<file path="config.mk">
export PLATFORM = sky130hd
export DESIGN_NAME = ascii_hex_sensor_record_parser
export DESIGN_NICKNAME = d
export VERILOG_FILES = /design/src/rtl/ahsp_pkg.sv /design/src/rtl/ascii_hex_sensor_record_parser.sv /design/src/rtl/ahsp_line_acc.sv
export VERILOG_INCLUDE_DIRS = /design/src /design/src/rtl
export SDC_FILE = /design/constraint.sdc
export NUM_CORES = 2
export LEC_CHECK = 0
export BUFFER_PORTS_ARGS = -buffer_cell sky130_fd_sc_hd__buf_2
export CAP_MARGIN = 10
export CELL_PAD_IN_SITES_DETAIL_PLACEMENT = 1
export CELL_PAD_IN_SITES_GLOBAL_PLACEMENT = 1
export CORE_MARGIN = 2
export CORE_UTILIZATION = 45
export DETAILED_ROUTE_END_ITERATION = 10
export PLACE_DENSITY = 0.69
export RECOVER_POWER = 25
export SLEW_MARGIN = 20
export SYNTH_ARGS = -nofsm -noshare
export SYNTH_HDL_FRONTEND = slang
export SYNTH_SLANG_ARGS = --single-unit
export TNS_END_PERCENT = 20
</file>
<file path="constraint.sdc">
create_clock -name clock -period 25.5 [get_ports clock]
set_input_delay 1.275 -clock clock [delete_from_list [all_inputs] [get_ports clock]]
set_output_delay 1.275 -clock clock [all_outputs]
set_load 0.01 [all_outputs]
</file>
<file path="src/rtl/ascii_hex_sensor_record_parser_defines.svh">
// Assertion macros used by the sensor record parser top level.
`ifndef ASCII_HEX_SENSOR_RECORD_PARSER_DEFINES_SVH
`define ASCII_HEX_SENSOR_RECORD_PARSER_DEFINES_SVH

// Same-cycle implication, checked on every rising clock edge outside reset.
`define AHSP_ASSERT_NOW(label, clk, rst, ante, cons, msg) \
   label: assert property (@(posedge clk) disable iff (rst) (ante) |-> (cons)) \
      else $error(msg);

// Next-cycle implication, checked on every rising clock edge outside reset.
`define AHSP_ASSERT_NEXT(label, clk, rst, ante, cons, msg) \
   label: assert property (@(posedge clk) disable iff (rst) (ante) |=> (cons)) \
      else $error(msg);

`endif

</file>
<file path="src/rtl/ahsp_pkg.sv">
// Shared types, field layout tables and conversion functions of the record parser.
package ahsp_pkg;

   localparam int NumFields = 14;
   localparam int NumResults = NumFields + 1;
   localparam int CountW = 9;
   localparam int IndexW = 4;

   // Result codes with a fixed meaning.
   localparam logic [IndexW-1:0] FieldSupply = 4'd6;
   localparam logic [IndexW-1:0] FieldXor = 4'd14;
   localparam logic [IndexW-1:0] FieldError = 4'd0;

   // Field layout: first offset and first offset past the field.
   localparam logic [CountW-1:0] FieldStart [NumFields] = '{
      9'd1, 9'd9, 9'd11, 9'd15, 9'd23, 9'd25, 9'd27,
      9'd29, 9'd33, 9'd37, 9'd41, 9'd45, 9'd49, 9'd57};
   localparam logic [CountW-1:0] FieldEnd [NumFields] = '{
      9'd9, 9'd11, 9'd15, 9'd23, 9'd25, 9'd27, 9'd29,
      9'd33, 9'd37, 9'd41, 9'd45, 9'd49, 9'd57, 9'd59};

   // Supply conversion constants (mV).
   localparam logic [11:0] SupplyKnee = 12'd170;
   localparam logic [11:0] SupplyLowBase = 12'd1950;
   localparam logic [11:0] SupplyHighBase = 12'd2800;
   localparam logic [11:0] SupplyLowStep = 12'd5;
   localparam logic [11:0] SupplyHighStep = 12'd10;

   typedef logic [31:0] word_type;
   typedef logic [NumFields-1:0][31:0] field_arr_type;

   typedef struct packed {
      field_arr_type fields;
      logic [7:0] xor_byte;
      logic [CountW-1:0] count;
   } line_snap_type;

   // Bit 4 set means not a hex digit.
   function automatic logic [4:0] hex_nibble(input logic [7:0] c);
      logic [4:0] nib;
      nib = 5'h10;
      if (c inside {[8'h30:8'h39]}) begin
         nib = {1'b0, 4'(c - 8'h30)};
      end else if (c inside {[8'h61:8'h66]}) begin
         nib = {1'b0, 4'(c - 8'h57)};
      end else if (c inside {[8'h41:8'h46]}) begin
         nib = {1'b0, 4'(c - 8'h37)};
      end
      return nib;
   endfunction

   function automatic word_type supply_mv(input logic [7:0] b);
      logic [11:0] mv;
      if ({4'd0, b} <= SupplyKnee) begin
         mv = SupplyLowBase + {4'd0, b} * SupplyLowStep;
      end else begin
         mv = SupplyHighBase + ({4'd0, b} - SupplyKnee) * SupplyHighStep;
      end
      return {20'd0, mv};
   endfunction

endpackage

</file>
<file path="src/rtl/ascii_hex_sensor_record_parser.sv">
// Top level of the ASCII hex sensor record parser.
//
// Takes one character of a sensor record line per request and accepts one in every cycle
// unless a line's final character is held off. Offsets 1..58 carry 14 fixed-width hex
// fields that are accumulated as the characters arrive; all characters are XORed into a
// check byte. On the character flagged last_char the line is closed: if its length
// (saturating at MAX_LENGTH, capped at 511) reaches min_length, 15 results follow, one
// per cycle while rsp_stall is low (fields 0..13 with the supply byte converted to mV,
// then the XOR byte); otherwise one error result with status set. Closing a line copies
// the fields into a result bank and clears the line state in the same cycle, so the next
// line's characters flow in while the bank drains. Only the final character of a line
// can be held off: it stalls while the previous line's bank is still draining, so lines
// shorter than 15 characters with many results are limited by the bank drain rate of one
// result per cycle while rsp_stall is low. The first result comes in the cycle after
// the last character. min_length is written through the csr port, always ready.
module ascii_hex_sensor_record_parser #(
   parameter int MAX_LENGTH = 256
) (
   input  logic                          clock,
   input  logic                          reset,
   // character requests
   input  logic                          req_valid,
   output logic                          req_stall,
   input  logic [7:0]                    req_char_in,
   input  logic                          req_last_char,
   // results
   output logic                          rsp_valid,
   input  logic                          rsp_stall,
   output logic [ahsp_pkg::IndexW-1:0]   rsp_field_index,
   output logic [31:0]                   rsp_value,
   output logic                          rsp_status,
   output logic                          rsp_last_result,
   // min_length register
   input  logic                          csr_valid,
   output logic                          csr_ready,
   input  logic [7:0]                    csr_min_length
);
   import ahsp_pkg::*;
`include "ascii_hex_sensor_record_parser_defines.svh"

   localparam logic [7:0] MinLengthReset = 8'd59;

   logic                 req_accept;
   logic                 line_close;
   line_snap_type        snap_next;
   logic                 short_line;

   // config
   logic [7:0]           min_length_ff, min_length_in;

   // result bank and drain state
   word_type             bank_ff [NumResults];
   word_type             bank_in [NumResults];
   logic                 busy_ff, busy_in;
   logic                 err_ff, err_in;
   logic [IndexW-1:0]    idx_ff, idx_in;
   logic                 rsp_take;
   logic                 rsp_done;

   // ---------------------------------------------------------------
   // Line accumulation
   // ---------------------------------------------------------------
   assign req_accept = req_valid && !req_stall;
   assign line_close = req_accept && req_last_char;

   ahsp_line_acc #(
      .MAX_LENGTH (MAX_LENGTH)
   ) u_line_acc (
      .clock     (clock),
      .reset     (reset),
      .accept    (req_accept),
      .char_in   (req_char_in),
      .last_char (req_last_char),
      .snap_next (snap_next)
   );

   assign short_line = snap_next.count < {1'b0, min_length_ff};

   // ---------------------------------------------------------------
   // Config register
   // ---------------------------------------------------------------
   assign csr_ready     = 1'b1;
   assign min_length_in = (csr_valid && csr_ready) ? csr_min_length : min_length_ff;

   // ---------------------------------------------------------------
   // Result bank: loaded on line close, drained while rsp_stall is low at one result per cycle
   // ---------------------------------------------------------------
   assign rsp_take  = busy_ff && !rsp_stall;
   assign rsp_done  = rsp_take && rsp_last_result;
   // last char needs a free bank; the bank frees up in the cycle its final result goes
   assign req_stall = req_last_char && busy_ff && !rsp_done;

   always_comb begin
      bank_in = bank_ff;
      if (line_close) begin
         for (int f = 0; f < NumFields; f++) begin
            bank_in[f] = snap_next.fields[f];
         end
         bank_in[FieldSupply] = supply_mv(snap_next.fields[FieldSupply][7:0]);
         bank_in[FieldXor]    = {24'd0, snap_next.xor_byte};
      end
   end

   always_comb begin
      busy_in = busy_ff;
      err_in  = err_ff;
      idx_in  = idx_ff;
      if (line_close) begin
         busy_in = 1'b1;
         err_in  = short_line;
         idx_in  = '0;
      end else if (rsp_done) begin
         busy_in = 1'b0;
      end else if (rsp_take) begin
         idx_in  = idx_ff + 1'b1;
      end
   end

   always_ff @(posedge clock) begin
      if (reset) begin
         min_length_ff <= MinLengthReset;
         busy_ff       <= 1'b0;
         err_ff        <= 1'b0;
         idx_ff        <= '0;
      end else begin
         min_length_ff <= min_length_in;
         busy_ff       <= busy_in;
         err_ff        <= err_in;
         idx_ff        <= idx_in;
      end
   end

   always_ff @(posedge clock) begin
      bank_ff <= bank_in;
   end

   // ---------------------------------------------------------------
   // Result outputs
   // ---------------------------------------------------------------
   assign rsp_valid       = busy_ff;
   assign rsp_status      = err_ff;
   assign rsp_field_index = err_ff ? FieldError : idx_ff;
   assign rsp_value       = err_ff ? '0 : bank_ff[idx_ff];
   assign rsp_last_result = err_ff || (idx_ff == FieldXor);

   // ---------------------------------------------------------------
   // Assertions
   // ---------------------------------------------------------------
   `AHSP_ASSERT_NOW(a_err_single, clock, reset, rsp_valid && rsp_status, rsp_last_result && rsp_field_index == FieldError && rsp_value == '0, "error result must be single and zero")
   `AHSP_ASSERT_NEXT(a_close_loads, clock, reset, line_close, rsp_valid && rsp_field_index == FieldError, "line close must present its first result next cycle")
   `AHSP_ASSERT_NEXT(a_index_steps, clock, reset, rsp_take && !rsp_last_result && !line_close, rsp_valid && rsp_field_index == IndexW'($past(rsp_field_index) + 1'b1), "result index must step by one")
   `AHSP_ASSERT_NOW(a_no_overrun, clock, reset, busy_ff && !rsp_done, !line_close, "line closed while result bank still draining")

endmodule

</file>
<file path="src/rtl/ahsp_line_acc.sv">
// Per-line accumulator: character count, XOR byte and the fixed-position hex fields.
module ahsp_line_acc #(
   parameter int MAX_LENGTH = 256
) (
   input  logic                   clock,
   input  logic                   reset,
   input  logic                   accept,
   input  logic [7:0]             char_in,
   input  logic                   last_char,
   output ahsp_pkg::line_snap_type snap_next
);
   import ahsp_pkg::*;

   localparam int CntLimitInt = (MAX_LENGTH < 511) ? MAX_LENGTH : 511;
   localparam logic [CountW-1:0] CntLimit = CountW'(CntLimitInt);

   logic [CountW-1:0] count_ff, count_in;
   logic [7:0]        xor_ff, xor_in;
   field_arr_type     fields_ff, fields_in;
   logic              stopped_ff, stopped_in;

   logic [4:0]        nib;
   logic              stop_base;
   field_arr_type     fields_upd;
   logic              stopped_upd;

   assign nib = hex_nibble(char_in);

   always_comb begin
      fields_upd  = fields_ff;
      stopped_upd = stopped_ff;
      stop_base   = stopped_ff;
      for (int f = 0; f < NumFields; f++) begin
         if (count_ff >= FieldStart[f] && count_ff < FieldEnd[f]) begin
            stop_base = (count_ff == FieldStart[f]) ? 1'b0 : stopped_ff;
            if (!stop_base && !nib[4]) begin
               fields_upd[f] = {fields_ff[f][27:0], nib[3:0]};
               stopped_upd   = 1'b0;
            end else begin
               stopped_upd   = 1'b1;
            end
         end
      end
   end

   assign snap_next.fields   = fields_upd;
   assign snap_next.xor_byte = xor_ff ^ char_in;
   assign snap_next.count    = (count_ff < CntLimit) ? count_ff + 1'b1 : count_ff;

   always_comb begin
      count_in   = count_ff;
      xor_in     = xor_ff;
      fields_in  = fields_ff;
      stopped_in = stopped_ff;
      if (accept) begin
         if (last_char) begin
            count_in   = '0;
            xor_in     = '0;
            fields_in  = '0;
            stopped_in = 1'b0;
         end else begin
            count_in   = snap_next.count;
            xor_in     = snap_next.xor_byte;
            fields_in  = fields_upd;
            stopped_in = stopped_upd;
         end
      end
   end

   always_ff @(posedge clock) begin
      if (reset) begin
         count_ff   <= '0;
         xor_ff     <= '0;
         fields_ff  <= '0;
         stopped_ff <= 1'b0;
      end else begin
         count_ff   <= count_in;
         xor_ff     <= xor_in;
         fields_ff  <= fields_in;
         stopped_ff <= stopped_in;
      end
   end

endmodule
</file>
==> results.py <==
metrics = {
    "route": {
        "routedWlPerCell_um": 25.2,
        "firstDrtPassIters": 5,
        "postRouteWirelength_mm": 116,
        "ant_nets": 0,
        "drcViolationCount": 0,
        "via_per_inst": 6.05,
        "drt_iter0_drc": 2254,
        "vias": 27800,
    },
    "sta": {
        "final-hold-violation-count": 0,
        "finalClockSkew_ns": 0.0227,
        "timing.slew.headroom_pct": -262,
        "period_share_pct": 33.6,
        "rsz0062_at_grt": "no",
        "tns_ns": 0,
        "setup_viol": 0,
        "post-route-min-period_ns": 8.57,
        "fmax_mhz": 117,
        "slew_violations": 535,
        "tightest_slew_ns": 5.44,
    },
    "final_layout": {
        "n_fill_cell": 9143,
        "multi_input_area_sq_um": 16500,
        "drive_gt1_share_pct": 15.3,
        "mostFrequentLayoutCell": "nor2_1",
        "synthToLayoutAreaGrowth_pct": 10.8,
        "final_cell_mix": "nor2_1, dfxtp_1, edfxtp_1, a22oi_1, nand2_1",
        "seq_area_sq_um": 22200,
        "fin_nets": 3432,
        "final_cell_count_no_fill": 4605,
    },
    "floorplanning": {
        "io_pins": 63,
        "die_h_um": 302,
        "core-area_sq_um": 88100,
        "dieArea_sq_um": 91000,
        "initial_core_util_pct": 45.3,
        "num_rows": 109,
        "die_x_um": 302,
    },
    "yosys": {
        "ys_seq_area_share_pct": 55.7,
        "synth.cell_area_sq_um": 39900,
        "async_reset_ff_share_pct": 0,
        "yosys_warnings": 0,
        "syn-num-nets": 3510,
        "yosysTopAreaCellShare_pct": 32.8,
        "synth-seq-cells": 892,
        "synth_top_area_cell": "edfxtp_1",
        "avgSynthCellArea_sq_um": 11.6,
        "yosys-top-cells-area": "edfxtp_1, dfxtp_1, mux2_2",
        "synth_edf_count": 436,
        "synthCells": 3434,
        "yosysUniqueCellTypes": 86,
        "synth_flop_cell": "dfxtp_1",
    },
    "placed_design": {
        "dpl.cell_count": 4423,
        "hpwl_mm": 69.6,
        "io_buffers": 61,
        "place_congestion": 0.845,
    },
    "cts": {
        "post_cts_resized": 0,
        "clock_sinks": 892,
        "post_cts.repair.setup_buffers": 0,
        "path_clk_slew_ns": 0.06,
        "clk_path_buf_depth": 3,
        "cts_root_buffer": "clkbuf_16",
        "cts-buffers-inserted": 96,
        "cts_max_level": 3,
        "hold_buffers": 0,
        "clk_latency_ns": 0.67,
        "cts_tree": "done",
    },
    "critical_path": {
        "max_stage_delay_ns": 2.23,
        "critPathBufInv": 2,
        "startpoint_type": "input pin",
        "critical_path_arrival_ns": 8.97,
        "ff2ff_path_depth": 11,
        "cpMostUsedCell": "ha_1",
        "cp_max_fo": 18,
        "cp_top_family": "compound AO/OA/AOI/OAI gates",
        "cp_cell_sequence": "clkbuf_1 -> ha_1 -> o21bai_1 -> a21oi_1 -> o211ai_4 -> o21ai_0 -> inv_1 -> ha_1 -> a211oi_1 -> mux2i_1 -> and2_1 -> xnor2_1 -> ha_1 -> ha_1 -> nor2b_1 -> o21ai_0 -> a211oi_1 -> a211oi_1 -> a21oi_1 -> xnor2_1 -> mux2i_1",
        "critPathKind": "input pin to flip-flop",
        "worstPathRequired_ns": 25.90,
        "reg2reg_slack_ns": 18.62,
        "cp-end-kind": "flip-flop",
        "crit_path_top_delay_cell": "a21oi_1",
        "worstSetupPathDepth": 21,
    },
    "pwr": {
        "powerDensity_nw_per_um2": 70.1,
        "ir_worst_vdd_v": 0.0000516,
        "leakagePower_uw": 0.0161,
    },
    "min_path": {
        "holdPathStages": 2,
        "hold_path_class": "flip-flop to flip-flop",
    },
    "global_route": {
        "grt_pass1_vias": 29600,
        "grt_remaining_overflow": 0,
        "grt_max_degree": 198,
        "antenna_found_initial": 4,
        "track_usage_pct": 25.3,
        "grt_pass1_wl_mm": 178,
    },
    "outcome": {
        "status": "finished with violations",
        "violations": "max-capacitance violations, max-slew violations",
    },
    "run": {
        "cap_violations": 13,
    },
}
[synthesized netlist by cell type, types with 39 or more instances]
| cell type | number |
|---|---|
| a211oi_1 | 39 |
| a21oi_1 | 121 |
| buf_2 | 48 |
| inv_1 | 39 |
| edfxtp_1 | 436 |
| clkbuf_1 | 194 |
| ha_1 | 51 |
| dfxtp_1 | 456 |
| a22oi_1 | 388 |
| o21ai_0 | 106 |
| mux4_2 | 68 |
| nand2_1 | 244 |
| mux2i_1 | 59 |
| nor2_1 | 481 |
| mux2_2 | 361 |
[metrics by stage]
| step | utilization (%) | power, uW | hold WS [ns] | setup WS [ns] | area, sq um |
|---|---|---|---|---|---|
| after CTS | 50.2 | 3130 | 0.465 | 18.65 | 44200 |
| after global placement | 46.6 | 1700 | 0.441 | 18.19 | 41000 |
| after floorplan | - | 1660 | 0.436 | 14.26 | 39900 |
| after global routing | 50.1 | 3190 | 0.487 | 16.19 | 44200 |
| after detailed placement | 46.6 | 1710 | 0.457 | 17.99 | 41000 |
| final | 50.1 | 3100 | 0.462 | 16.93 | 44200 |
[area by class of cell]
class | instances | share of cell area (%)
Sequential cell | 892 | 50.3
Clock inverter | 33 | 0.864
Inverter | 43 | 0.382
Antenna cell | 1 | 0.00566
Clock buffer | 148 | 6.38
Timing Repair Buffer | 105 | 1.45
Multi-Input combinational cell | 2218 | 37.3
Tap cell | 1165 | 3.30
[per-layer routing]
layer / part of all wire [%] / GRT usage, %
met1: 44 / 33.6
met3: 4.2 / 3.09
met2: 50 / 43.6
met5: 0 / 0
met4: 2.1 / 7.12
[sequential cells by signal, summed over array words and instances, names as in the netlist]
| name | count |
|---|---|
| idx_ff | 4 |
| u_line_acc.stopped_ff | 1 |
| bank_ff | 436 |
| u_line_acc.fields_ff | 424 |
| rsp_status | 1 |
| rsp_valid | 1 |
| min_length_ff | 8 |
| u_line_acc.count_ff | 9 |
| u_line_acc.xor_ff | 8 |
[cells by family after synthesis]
logic type / count (synthesis) / synth area share [%]
DFF: 892 / 55.7
buffers and inverters: 324 / 3.31
adders and majority gates: 54 / 1.75
and+or+nand+nor: 857 / 8.99
AOI/OAI and AO/OA: 772 / 13.6
muxes: 492 / 15.6
xor gates and xnor gates: 42 / 0.923
other: 1 / 0.00941
[worst reg2reg max path, cell delays in order, from the launching register on]
cell and delay [ns]:
dfxtp_4 0.50, inv_1 0.60, ha_1 0.26, a31oi_1 0.11, o21ai_0 0.46, or2_2 0.27, and2_1 0.39, nand2_1 0.39
inv_8 0.47, buf_12 0.76, buf_4 1.34, buf_4 0.90
[path summary, 6_finish.rpt]
check / end / startpoint
worst max-delay path: bank_ff[267] / req_char_in[0]
worst min-delay path: u_line_acc.fields_ff[95] / u_line_acc.fields_ff[95]
worst max register to register: bank_ff[313] / idx_ff[0]
worst min register to register: u_line_acc.fields_ff[95] / u_line_acc.fields_ff[95]
[power by group]
part / internal (uW) / switching, uW / leakage [uW]
Clock: 833 / 590 / 0.00157
Sequential: 1520 / 9.52 / 0.00810
Combinational: 32.8 / 112 / 0.00641
Total: 2390 / 712 / 0.0161
Note: power is estimated with default switching activity, not from simulation.
